===== config.mk =====
export PLATFORM = sky130hd
export DESIGN_NAME = byte_string_sorter
export DESIGN_NICKNAME = d
export VERILOG_FILES = /design/src/sv/bss_pkg.sv /design/src/sv/bss_front.sv /design/src/sv/bss_fifo.sv /design/src/sv/bss_back.sv /design/src/sv/byte_string_sorter.sv
export SDC_FILE = /design/constraint.sdc
export NUM_CORES = 1
export LEC_CHECK = 0
export ABC_AREA = 1
export BUFFER_PORTS_ARGS = -buffer_cell sky130_fd_sc_hd__buf_2
export CAP_MARGIN = 15
export CORE_ASPECT_RATIO = 1.25
export CORE_UTILIZATION = 55
export DETAILED_ROUTE_END_ITERATION = 7
export PLACE_DENSITY_LB_ADDON = 0.25
export SLEW_MARGIN = 20
export SYNTH_ARGS = -nofsm -noshare
export SYNTH_HDL_FRONTEND = slang
export SYNTH_SLANG_ARGS = --single-unit

===== constraint.sdc =====
create_clock -name clk_i -period 7.3 [get_ports clk_i]
set_input_delay 1.46 -clock clk_i [delete_from_list [all_inputs] [get_ports clk_i]]
set_output_delay 1.46 -clock clk_i [all_outputs]
set_load 0.02 [all_outputs]

===== src/sv/bss_pkg.sv =====
// Shared types and constants for the byte string sorter.
// No dependencies; every other file of the block imports this package.
`timescale 1ns / 1ps
`default_nettype none

package bss_pkg;

  // Buffer capacity in bytes; allowed range is 2 to 64.
  localparam int unsigned MaxLen = 32;
  localparam int unsigned IdxW   = $clog2(MaxLen);
  localparam int unsigned CntW   = $clog2(MaxLen + 1);

  // Queue between the front and the back.
  localparam int unsigned QDepth = 4;
  localparam int unsigned QPtrW  = $clog2(QDepth);
  localparam int unsigned QCntW  = $clog2(QDepth + 1);

  typedef enum logic {
    OP_STORE,
    OP_DROP
  } op_e;

  typedef struct packed {
    op_e        op;
    logic [7:0] data;
    logic       last;
  } cmd_t;

endpackage

`default_nettype wire


===== src/sv/bss_front.sv =====
// Front of the byte string sorter: accepts bytes and classifies store or drop.
// Depends on bss_pkg.
`timescale 1ns / 1ps
`default_nettype none

module bss_front (
  input  wire logic          clk_i,
  input  wire logic          rst_ni,
  input  wire logic          in_valid_i,
  output logic               in_stall_o,
  input  wire logic [7:0]    char_in_i,
  input  wire logic          last_in_i,
  output logic               push_o,
  output bss_pkg::cmd_t      cmd_o,
  input  wire logic          full_i
);
  import bss_pkg::*;

  logic [CntW-1:0] cnt_q, cnt_d;
  logic            has_room;

  assign in_stall_o = full_i;
  assign push_o     = in_valid_i && !full_i;
  assign has_room   = cnt_q < CntW'(MaxLen);

  always_comb begin
    cmd_o.op   = has_room ? OP_STORE : OP_DROP;
    cmd_o.data = char_in_i;
    cmd_o.last = last_in_i;
  end

  always_comb begin
    cnt_d = cnt_q;
    if (push_o) begin
      if (last_in_i) begin
        cnt_d = '0;
      end else if (has_room) begin
        cnt_d = cnt_q + CntW'(1);
      end
    end
  end

  always_ff @(posedge clk_i or negedge rst_ni) begin
    if (!rst_ni) begin
      cnt_q <= '0;
    end else begin
      cnt_q <= cnt_d;
    end
  end

endmodule

`default_nettype wire


===== src/sv/bss_fifo.sv =====
// Short command queue between the front and the back of the sorter.
// Depends on bss_pkg.
`timescale 1ns / 1ps
`default_nettype none

module bss_fifo (
  input  wire logic          clk_i,
  input  wire logic          rst_ni,
  input  wire logic          push_i,
  input  wire bss_pkg::cmd_t cmd_i,
  output logic               full_o,
  input  wire logic          pop_i,
  output bss_pkg::cmd_t      cmd_o,
  output logic               valid_o
);
  import bss_pkg::*;

  cmd_t             mem_q [QDepth];
  logic [QPtrW-1:0] wr_q, rd_q;
  logic [QCntW-1:0] cnt_q;
  logic             do_push, do_pop;

  assign full_o  = cnt_q == QCntW'(QDepth);
  assign valid_o = cnt_q != '0;
  assign cmd_o   = mem_q[rd_q];
  assign do_push = push_i && !full_o;
  assign do_pop  = pop_i && valid_o;

  always_ff @(posedge clk_i) begin
    if (do_push) begin
      mem_q[wr_q] <= cmd_i;
    end
  end

  always_ff @(posedge clk_i or negedge rst_ni) begin
    if (!rst_ni) begin
      wr_q  <= '0;
      rd_q  <= '0;
      cnt_q <= '0;
    end else begin
      if (do_push) begin
        wr_q <= (wr_q == QPtrW'(QDepth - 1)) ? '0 : wr_q + QPtrW'(1);
      end
      if (do_pop) begin
        rd_q <= (rd_q == QPtrW'(QDepth - 1)) ? '0 : rd_q + QPtrW'(1);
      end
      case ({do_push, do_pop})
        2'b10:   cnt_q <= cnt_q + QCntW'(1);
        2'b01:   cnt_q <= cnt_q - QCntW'(1);
        default: cnt_q <= cnt_q;
      endcase
    end
  end

endmodule

`default_nettype wire


===== src/sv/bss_back.sv =====
// Back of the sorter: byte buffer, odd-even transposition sort, result register.
// Depends on bss_pkg.
`timescale 1ns / 1ps
`default_nettype none

module bss_back (
  input  wire logic          clk_i,
  input  wire logic          rst_ni,
  input  wire bss_pkg::cmd_t cmd_i,
  input  wire logic          cmd_valid_i,
  output logic               cmd_pop_o,
  output logic               out_valid_o,
  input  wire logic          out_stall_i,
  output logic [7:0]         char_out_o,
  output logic               last_out_o,
  output logic               truncated_o
);
  import bss_pkg::*;

  typedef enum logic [1:0] {
    ST_LOAD,
    ST_SORT,
    ST_EMIT
  } state_e;

  state_e          state_q;
  logic [7:0]      store_q [MaxLen];
  logic [7:0]      sort_d  [MaxLen];
  logic [CntW-1:0] cnt_q;
  logic [IdxW-1:0] pass_q;
  logic            ovf_q;
  logic            out_valid_q;
  logic            load_out;
  logic            sort_done;

  assign cmd_pop_o   = (state_q == ST_LOAD) && cmd_valid_i;
  assign load_out    = (state_q == ST_EMIT) && (!out_valid_q || !out_stall_i);
  assign sort_done   = (CntW'(pass_q) + CntW'(1)) >= cnt_q;
  assign out_valid_o = out_valid_q;

  // One transposition pass: even or odd pairs, only inside the filled range.
  always_comb begin
    sort_d = store_q;
    for (int k = 0; k < MaxLen - 1; k++) begin
      if ((k[0] == pass_q[0]) && (CntW'(k + 1) < cnt_q) &&
          (store_q[k] > store_q[k + 1])) begin
        sort_d[k]     = store_q[k + 1];
        sort_d[k + 1] = store_q[k];
      end
    end
  end

  always_ff @(posedge clk_i) begin
    if (cmd_pop_o && (cmd_i.op == OP_STORE)) begin
      store_q[cnt_q[IdxW-1:0]] <= cmd_i.data;
    end else if (state_q == ST_SORT) begin
      store_q <= sort_d;
    end else if (load_out) begin
      for (int k = 0; k < MaxLen - 1; k++) begin
        store_q[k] <= store_q[k + 1];
      end
    end
    if (load_out) begin
      char_out_o  <= store_q[0];
      last_out_o  <= cnt_q == CntW'(1);
      truncated_o <= ovf_q;
    end
  end

  always_ff @(posedge clk_i or negedge rst_ni) begin
    if (!rst_ni) begin
      state_q     <= ST_LOAD;
      cnt_q       <= '0;
      pass_q      <= '0;
      ovf_q       <= 1'b0;
      out_valid_q <= 1'b0;
    end else begin
      if (load_out) begin
        out_valid_q <= 1'b1;
      end else if (!out_stall_i) begin
        out_valid_q <= 1'b0;
      end
      unique case (state_q)
        ST_LOAD: begin
          if (cmd_pop_o) begin
            if (cmd_i.op == OP_STORE) begin
              cnt_q <= cnt_q + CntW'(1);
            end else begin
              ovf_q <= 1'b1;
            end
            if (cmd_i.last) begin
              pass_q  <= '0;
              state_q <= ST_SORT;
            end
          end
        end
        ST_SORT: begin
          pass_q <= pass_q + IdxW'(1);
          if (sort_done) begin
            state_q <= ST_EMIT;
          end
        end
        ST_EMIT: begin
          if (load_out) begin
            cnt_q <= cnt_q - CntW'(1);
            if (cnt_q == CntW'(1)) begin
              ovf_q   <= 1'b0;
              state_q <= ST_LOAD;
            end
          end
        end
        default: state_q <= ST_LOAD;
      endcase
    end
  end

`ifndef SYNTHESIS
  a_store_has_room: assert property (@(posedge clk_i) disable iff (!rst_ni)
    (cmd_pop_o && (cmd_i.op == OP_STORE)) |-> (cnt_q < CntW'(MaxLen)))
    else $error("store command arrived with a full buffer");

  a_sort_not_empty: assert property (@(posedge clk_i) disable iff (!rst_ni)
    (state_q == ST_SORT) |-> (cnt_q != '0))
    else $error("sort started on an empty buffer");

  a_emit_ends: assert property (@(posedge clk_i) disable iff (!rst_ni)
    (load_out && (cnt_q == CntW'(1))) |=> ((state_q == ST_LOAD) && (cnt_q == '0) && !ovf_q))
    else $error("string did not close after its final result");
`endif

endmodule

`default_nettype wire


===== src/sv/byte_string_sorter.sv =====
// Byte string sorter top level: front, command queue and sort back end.
// Depends on bss_pkg, bss_front, bss_fifo and bss_back.
//
// A string enters one byte per transaction on the input channel, its final
// byte flagged by last_in_i, and leaves sorted in ascending unsigned order,
// one byte per transaction, the final one flagged by last_out_o. Up to
// MaxLen (32) bytes are kept; further bytes are dropped and every result of
// that string carries truncated_o. Bytes load at one per cycle, while the back
// end is loading, through a four-entry command queue. When the final byte
// reaches the back end, an odd-even transposition sort over the register row
// of the buffer runs one pass per cycle, then results leave at one per cycle
// while out_stall_i is low. The front keeps taking bytes of the next string
// into the queue while sorting and emission run, and stalls only once the
// queue is full.
`timescale 1ns / 1ps
`default_nettype none

module byte_string_sorter (
  input  wire logic       clk_i,
  input  wire logic       rst_ni,
  input  wire logic       in_valid_i,
  output logic            in_stall_o,
  input  wire logic [7:0] char_in_i,
  input  wire logic       last_in_i,
  output logic            out_valid_o,
  input  wire logic       out_stall_i,
  output logic [7:0]      char_out_o,
  output logic            last_out_o,
  output logic            truncated_o
);
  import bss_pkg::*;

  // Classified commands from the front into the queue.
  cmd_t push_cmd;
  logic push;
  logic full;

  // Queue head into the back end.
  cmd_t head_cmd;
  logic head_valid;
  logic pop;

  // Front: count bytes of the current string, mark store or drop.
  bss_front u_front (
    .clk_i      (clk_i),
    .rst_ni     (rst_ni),
    .in_valid_i (in_valid_i),
    .in_stall_o (in_stall_o),
    .char_in_i  (char_in_i),
    .last_in_i  (last_in_i),
    .push_o     (push),
    .cmd_o      (push_cmd),
    .full_i     (full)
  );

  // Queue: decouple byte intake from sorting and emission.
  bss_fifo u_fifo (
    .clk_i   (clk_i),
    .rst_ni  (rst_ni),
    .push_i  (push),
    .cmd_i   (push_cmd),
    .full_o  (full),
    .pop_i   (pop),
    .cmd_o   (head_cmd),
    .valid_o (head_valid)
  );

  // Back: buffer, sort, hold each result in the output register.
  bss_back u_back (
    .clk_i       (clk_i),
    .rst_ni      (rst_ni),
    .cmd_i       (head_cmd),
    .cmd_valid_i (head_valid),
    .cmd_pop_o   (pop),
    .out_valid_o (out_valid_o),
    .out_stall_i (out_stall_i),
    .char_out_o  (char_out_o),
    .last_out_o  (last_out_o),
    .truncated_o (truncated_o)
  );

endmodule

`default_nettype wire

# Yosys cells after proc, flatten, opt, wreduce, memory -nomap -nowiden
# Memories as Yosys holds them, arrays and structs flattened.
# Cells that the tools add are included.
dict set report word_totals {
  ramBits 40
  mem_count 1
  in_bits 13
  word_cells 355
  regBits 294
  output_inout_bits 12
}
dict set report op_classes {
  eq_ne 47
  bitwise 3
  n_addsub 9
  mux 66
  reduce_logical 119
  n_lt_le_gt_ge 66
}
# name depth word_bits read_ports rd_ports_with_merged_regs wr line_no
set mem_list {}
lappend mem_list {u_fifo.mem_q 4 10 1 0 1 bss_fifo.sv:18} ;# cmd_t mem_q [QDepth];
# cell n
set op_table {}
lappend op_table {{16-bit two-way mux} 31}
lappend op_table {{248-bit two-way mux} 2}
lappend op_table {{256-bit bitwise mux} 1}
lappend op_table {{256-bit two-way mux} 1}
lappend op_table {{8-bit > comparator} 31}
lappend op_table {{4-bit by 1-bit != test with 1-bit output (second input constant)} 30}
lappend op_table {{5-bit by 6-bit less-than comparator with 1-bit output (first input constant)} 16}
lappend op_table {{1-bit logical AND} 69}
lappend op_table {{2-bit AND reduction} 33}
lappend op_table {{4-bit by 6-bit less-than comparator with 1-bit output (first input constant)} 8}
lappend op_table {{8-bit demux with 5-bit select} 1}
lappend op_table {{6-bit two-way mux} 5}
lappend op_table {{3-bit by 6-bit less-than comparator with 1-bit output (first input constant)} 4}
lappend op_table {{8-bit two-way mux} 2}
lappend op_table {{2-bit two-way mux} 7}
lappend op_table {{6-bit by 1-bit adder with 6-bit output (second input constant)} 2}
lappend op_table {{2-bit by 6-bit less-than comparator with 1-bit output (first input constant)} 2}
lappend op_table {{6-bit case mux with 2 select lines} 1}
lappend op_table {{2-bit nonzero test} 6}
lappend op_table {{5-bit two-way mux} 2}
lappend op_table {{2-bit by 1-bit != test with 1-bit output (second input constant)} 5}
lappend op_table {{5-bit case mux with 2 select lines} 1}
lappend op_table {{5-bit AND reduction} 2}
lappend op_table {{1-bit two-way mux} 9}
lappend op_table {{28 further kinds} 39}

# Logic depth before layout (Yosys ltp)
dict set report depth {
  depth_word 36
  ltp_mapped 15
  depth_no_buf 15
}

# Cells and area by module
# Synthesis repeated with hierarchy kept, for this count alone.
dict set report hier_totals {
  hier_cells 3680
  hier_area_um2 26769.4
}
# mod instances seq_area_each_um2 cells_per_inst area_per_inst_um2
set by_module_without_submodules {}
lappend by_module_without_submodules {bss_back 1 8363.0 3447 24228.2}
lappend by_module_without_submodules {bss_fifo 1 1376.3 176 2107.0}
lappend by_module_without_submodules {bss_front 1 150.1 57 434.2}

# Worst setup path before layout
# No wires, ideal clock.
dict set report synth_path {
  path_type {input-to-reg}
  startpoint {input port out_stall_i}
  endpoint {register u_back.store_q[248] in the netlist's numbering (enable)}
  setup_slack_ns 4.250
  cell_stages 8
  n_path_buf 1
  t_required_ns 6.925
  setup_time_ns 0.375
  t_arrival_ns 2.675
  cell_sequence {nand2_1 inv_1 o21ai_2 inv_2 nand2_1 buf_2 o21ai_1 a21oi_1}
}
dict set report synth_between {
  elab_chain_cells 5
}
# element line_no
set synth_lines {}
lappend synth_lines {{start, declared} byte_string_sorter.sv:26} ;# input wire logic out_stall_i,
lappend synth_lines {{1-bit zero test} bss_back.sv:37} ;# assign load_out = (state_q == ST_EMIT) && (!out_valid_q || !out_stall_i);
lappend synth_lines {{1-bit logical OR} bss_back.sv:37}
lappend synth_lines {{1-bit logical AND} bss_back.sv:37}
lappend synth_lines {{3-bit nonzero test (no line)} --}
lappend synth_lines {{2-bit AND reduction (no line)} --}
lappend synth_lines {{end signal, assigned by index} bss_back.sv:55} ;# store_q[cnt_q[IdxW-1:0]] <= cmd_i.data;
lappend synth_lines {{end signal, assigned} bss_back.sv:57} ;# store_q <= sort_d;
lappend synth_lines {{end signal, assigned by index} bss_back.sv:60} ;# store_q[k] <= store_q[k + 1];
lappend synth_lines {{end, declared} bss_back.sv:27} ;# logic [7:0] store_q [MaxLen];
# Every way passes these cells.
# A chain may end at the register's enable or synchronous reset.

# Worst setup path after layout
dict set report layout_path {
  startpoint {register u_fifo.rd_q[0]}
  endpoint {register u_back.store_q[243] in the netlist's numbering (data pin)}
}
dict set report layout_between {
  elab_chain_cells 4
  word_cells_on_any_way 5
  cone_classes {mux (2); bitwise (1); reduce/logical (1); memory (1)}
}
# element line_no
set layout_lines {}
lappend layout_lines {{start, declared} bss_fifo.sv:19} ;# logic [QPtrW-1:0] wr_q, rd_q;
lappend layout_lines {{start signal, assigned} bss_fifo.sv:45} ;# rd_q <= (rd_q == QPtrW'(QDepth - 1)) ? '0 : rd_q + QPtrW'(1);
lappend layout_lines {{memory read 4 x 10 bit (*)} --}
lappend layout_lines {{1-bit inverter} bss_back.sv:54} ;# if (cmd_pop_o && (cmd_i.op == OP_STORE)) begin
lappend layout_lines {{1-bit logical AND} bss_back.sv:54}
lappend layout_lines {{256-bit two-way mux (*)} bss_back.sv:54}
# Mark *: on every way between the ends. The rest lies on a longest branch, timed or not.

==> impl_metrics.ini <==
[run_status]
run_status = complete, no violations

[sta]
finalCriticalPeriod_ps = 4660
rsz0062_at_grt = false
setup_violations = 0
fin_tns_setup_ps = 0
max_freq_mhz = 215
finalCritPeriodShare_pct = 63.9
max_slew.worst_pin.slew_ps = 1080
hold_viol = 0
skew_ps = 22.0
slew_violations = 0
final.setup.worst_slack_ps = 2640
slew_headroom_pct = 27.6

[clock_network]
path_clk_slew_ps = 60
postCtsHoldBufs = 0
cts_tree = yes
cts_buffers = 37
ctsResizeCount = 0
cts_buffer_depth = 3
clk_latency_ps = 560
cts_root_buf = clkbuf_16
htreeDepth = 2
cts.sinks = 334
post_cts_buffers = 0

[yosys]
synthArstFlopShare_pct = 8.38
synth-edff-count = 306
synth_cell_types = 43
ys.warnings.count = 0
syn_area_mm2 = 0.0266
synth_seq_cells = 334
synth_flop_cell = edfxtp_1
yosysSeqAreaShare_pct = 37.2
synth.area.top_cells = edfxtp_1, nand2_1, nand3_1
syn_nets = 3908
yosysTopAreaCellShare_pct = 34.6
yosys.area.top_type = edfxtp_1
syn_avg_cell_area_um2 = 7.32
syn_inst = 3628

[place]
pre_cts_ws_ps = 2780
port_buffers = 24
gp_congestion = 0.875
place_inst = 4181
hpwl_um = 53000
place_area_mm2 = 0.0270

[finish]
layout.nets = 3863
syn_to_final_growth_pct = 6.28
drive_above_1_share_pct = 5.04
antenna_cells = 0
finish.instance_area_mm2 = 0.0282
final_cells = 4247

[grt]
grt_start_max_net_pins = 169
antenna_found_initial = 0
grt_pass1_wl_um = 118000
gr-total-overflow = 0
grt_pass1_vias = 23300
track_usage_pct = 30.2

[setup_path]
crit_slowest_cell = inv_2
critPathKind = register to register
path_cells = inv_1, nand2_1, nand3_1, nand2_1, nand2_8, inv_2, nand2_1, inv_1, buf_4, nand2_1, nand2_1
crit_path_end_kind = register
max_stage_delay_ps = 780
cp-start-kind = register
path_common_cell = nand2_1
cp_top_family = buffers and inverters
cp_data_required_time_ps = 7710
crit_buf_inv = 4
worstPathArrival_ps = 5070
crit_fanout = 123

[detailed_routing]
vias = 24000
drcViolationCount = 0
drt_iter0_drc = 1829
wl_um = 73500
drt-pass1-iter-count = 6
drtAntennaViolNets = 0
vias_per_cell = 5.65
wl_per_cell_um = 17.3

[run]
cap_violations = 0

[floorplanning]
start_util_pct = 56.0
coreArea_mm2 = 0.0474
dieArea_mm2 = 0.0492
die_w_um = 199
rows = 89
die-height_um = 248
boundaryPins = 25

[worst_hold_path]
hp-class = register to register
## cells by family after synthesis
kind of cell / Yosys count / share of synthesized area, %
adder cells (fa/ha/maj): 267 / 12.6
XOR/XNOR: 9 / 0.297
AO/OA/AOI/OAI: 256 / 5.91
AND/OR/NAND/NOR: 2186 / 35.3
buffers and inverters: 576 / 8.65
flip-flops: 334 / 37.2
## final cells by class
type | count | area [um^2]
repair buffers | 36 | 223
fillers | 4453 | 19200
multi-input cells | 2718 | 14400
clock inverters | 23 | 260
clock buffers | 43 | 948
flip-flops and latches | 334 | 9890
well taps | 637 | 797
inverters | 456 | 1720
## flip-flops by register name, indices dropped and copies added, names as in the netlist
signal	count
u_back.state_q	2
u_fifo.wr_q	2
u_back.out_valid_o	1
u_back.ovf_q	1
u_front.cnt_q	6
u_fifo.cnt_q	3
u_back.truncated_o	1
u_back.store_q	256
u_back.last_out_o	1
u_back.char_out_o	8
u_fifo.rd_q	2
u_back.pass_q	5
u_fifo.mem_q	40
u_back.cnt_q	6
## placed cells by master (no fill, tap or decap), types with 4 or more instances in the layout
cell type and instances:
nor2_1 147, buf_2 24, nand2_4 6, a21oi_2 9
o21a_1 27, a21oi_1 103, xor2_1 6, nand4_1 10
ha_1 266, clkbuf_1 6, clkinv_1 8, o21ai_1 4
a21o_1 5, buf_4 11, nor2_4 21, edfxtp_1 306
nor2_2 9, o22ai_1 18, nand2_2 11, o211ai_1 13
clkinv_2 6, clkbuf_16 37, bufinv_16 5, inv_1 432
nand2_1 1282, inv_2 19, nand3_1 691, o21ai_0 60
dfrtp_1 28, a21oi_4 6
## Yosys cell counts (3+ instances only)
library cell and number:
a21o_1 5, a21oi_1 103, a21oi_2 9, a21oi_4 6, a31oi_1 3, buf_1 14
buf_2 68, buf_4 8, clkbuf_1 28, clkinv_1 3, dfrtp_1 28, edfxtp_1 306
ha_1 266, inv_1 432, inv_2 19, nand2_1 1282, nand2_2 12, nand2_4 6
nand3_1 691, nand4_1 10, nor2_1 148, nor2_2 9, nor2_4 20, nor3_1 3
o211ai_1 13, o21a_1 27, o21ai_0 60, o21ai_1 4, o22ai_1 18, xnor2_1 3
xor2_1 6
## worst reg2reg max path: stages, from the launching register on
cell     delay, ps
dfrtp_1        750
inv_1          460
nand2_1        150
nand3_1         80
nand2_1        190
nand2_8        420
inv_2          990
nand2_1        210
inv_1          720
buf_4          390
nand2_1         80
nand2_1        100
## routing by layer
metal	part of all wire [%]	wire length (um)	track usage, %	vias up
li1	-	-	-	11900
met1	39	28500	35.2	11000
met2	50	36700	54.7	882
met3	6.5	4800	3.67	215
met4	4.7	3420	14.3	0
met5	0	0	0	-
## through the flow
step           hold slack (ps)  util [%]
3_5_place_dp               454      57.0
2_1_floorplan              425         -
6_report                   473      59.5
5_1_grt                    483      59.5
4_1_cts                    469      59.5
3_3_place_gp               442      57.0
## path summary, 6_finish.rpt
| path | from | to | slack (ps) | cells past startpoint |
|---|---|---|---|---|
| setup reg to reg | u_fifo.rd_q[0] | u_back.store_q[243] | 2640 | 11 |
| setup / recovery | u_fifo.rd_q[0] | u_back.store_q[243] | 2640 | 11 |
| min in group asynchronous | rst_ni | u_front.cnt_q[4] | 1000 | 1 |
| hold reg to reg | u_back.ovf_q | u_back.truncated_o | 470 | 0 |
| hold / removal | u_back.ovf_q | u_back.truncated_o | 470 | 0 |
| max in group asynchronous | rst_ni | u_back.cnt_q[3] | 5800 | 1 |
Power is not shown: default switching activity piles up to over one toggle a cycle in this logic, so the estimate is an artifact.
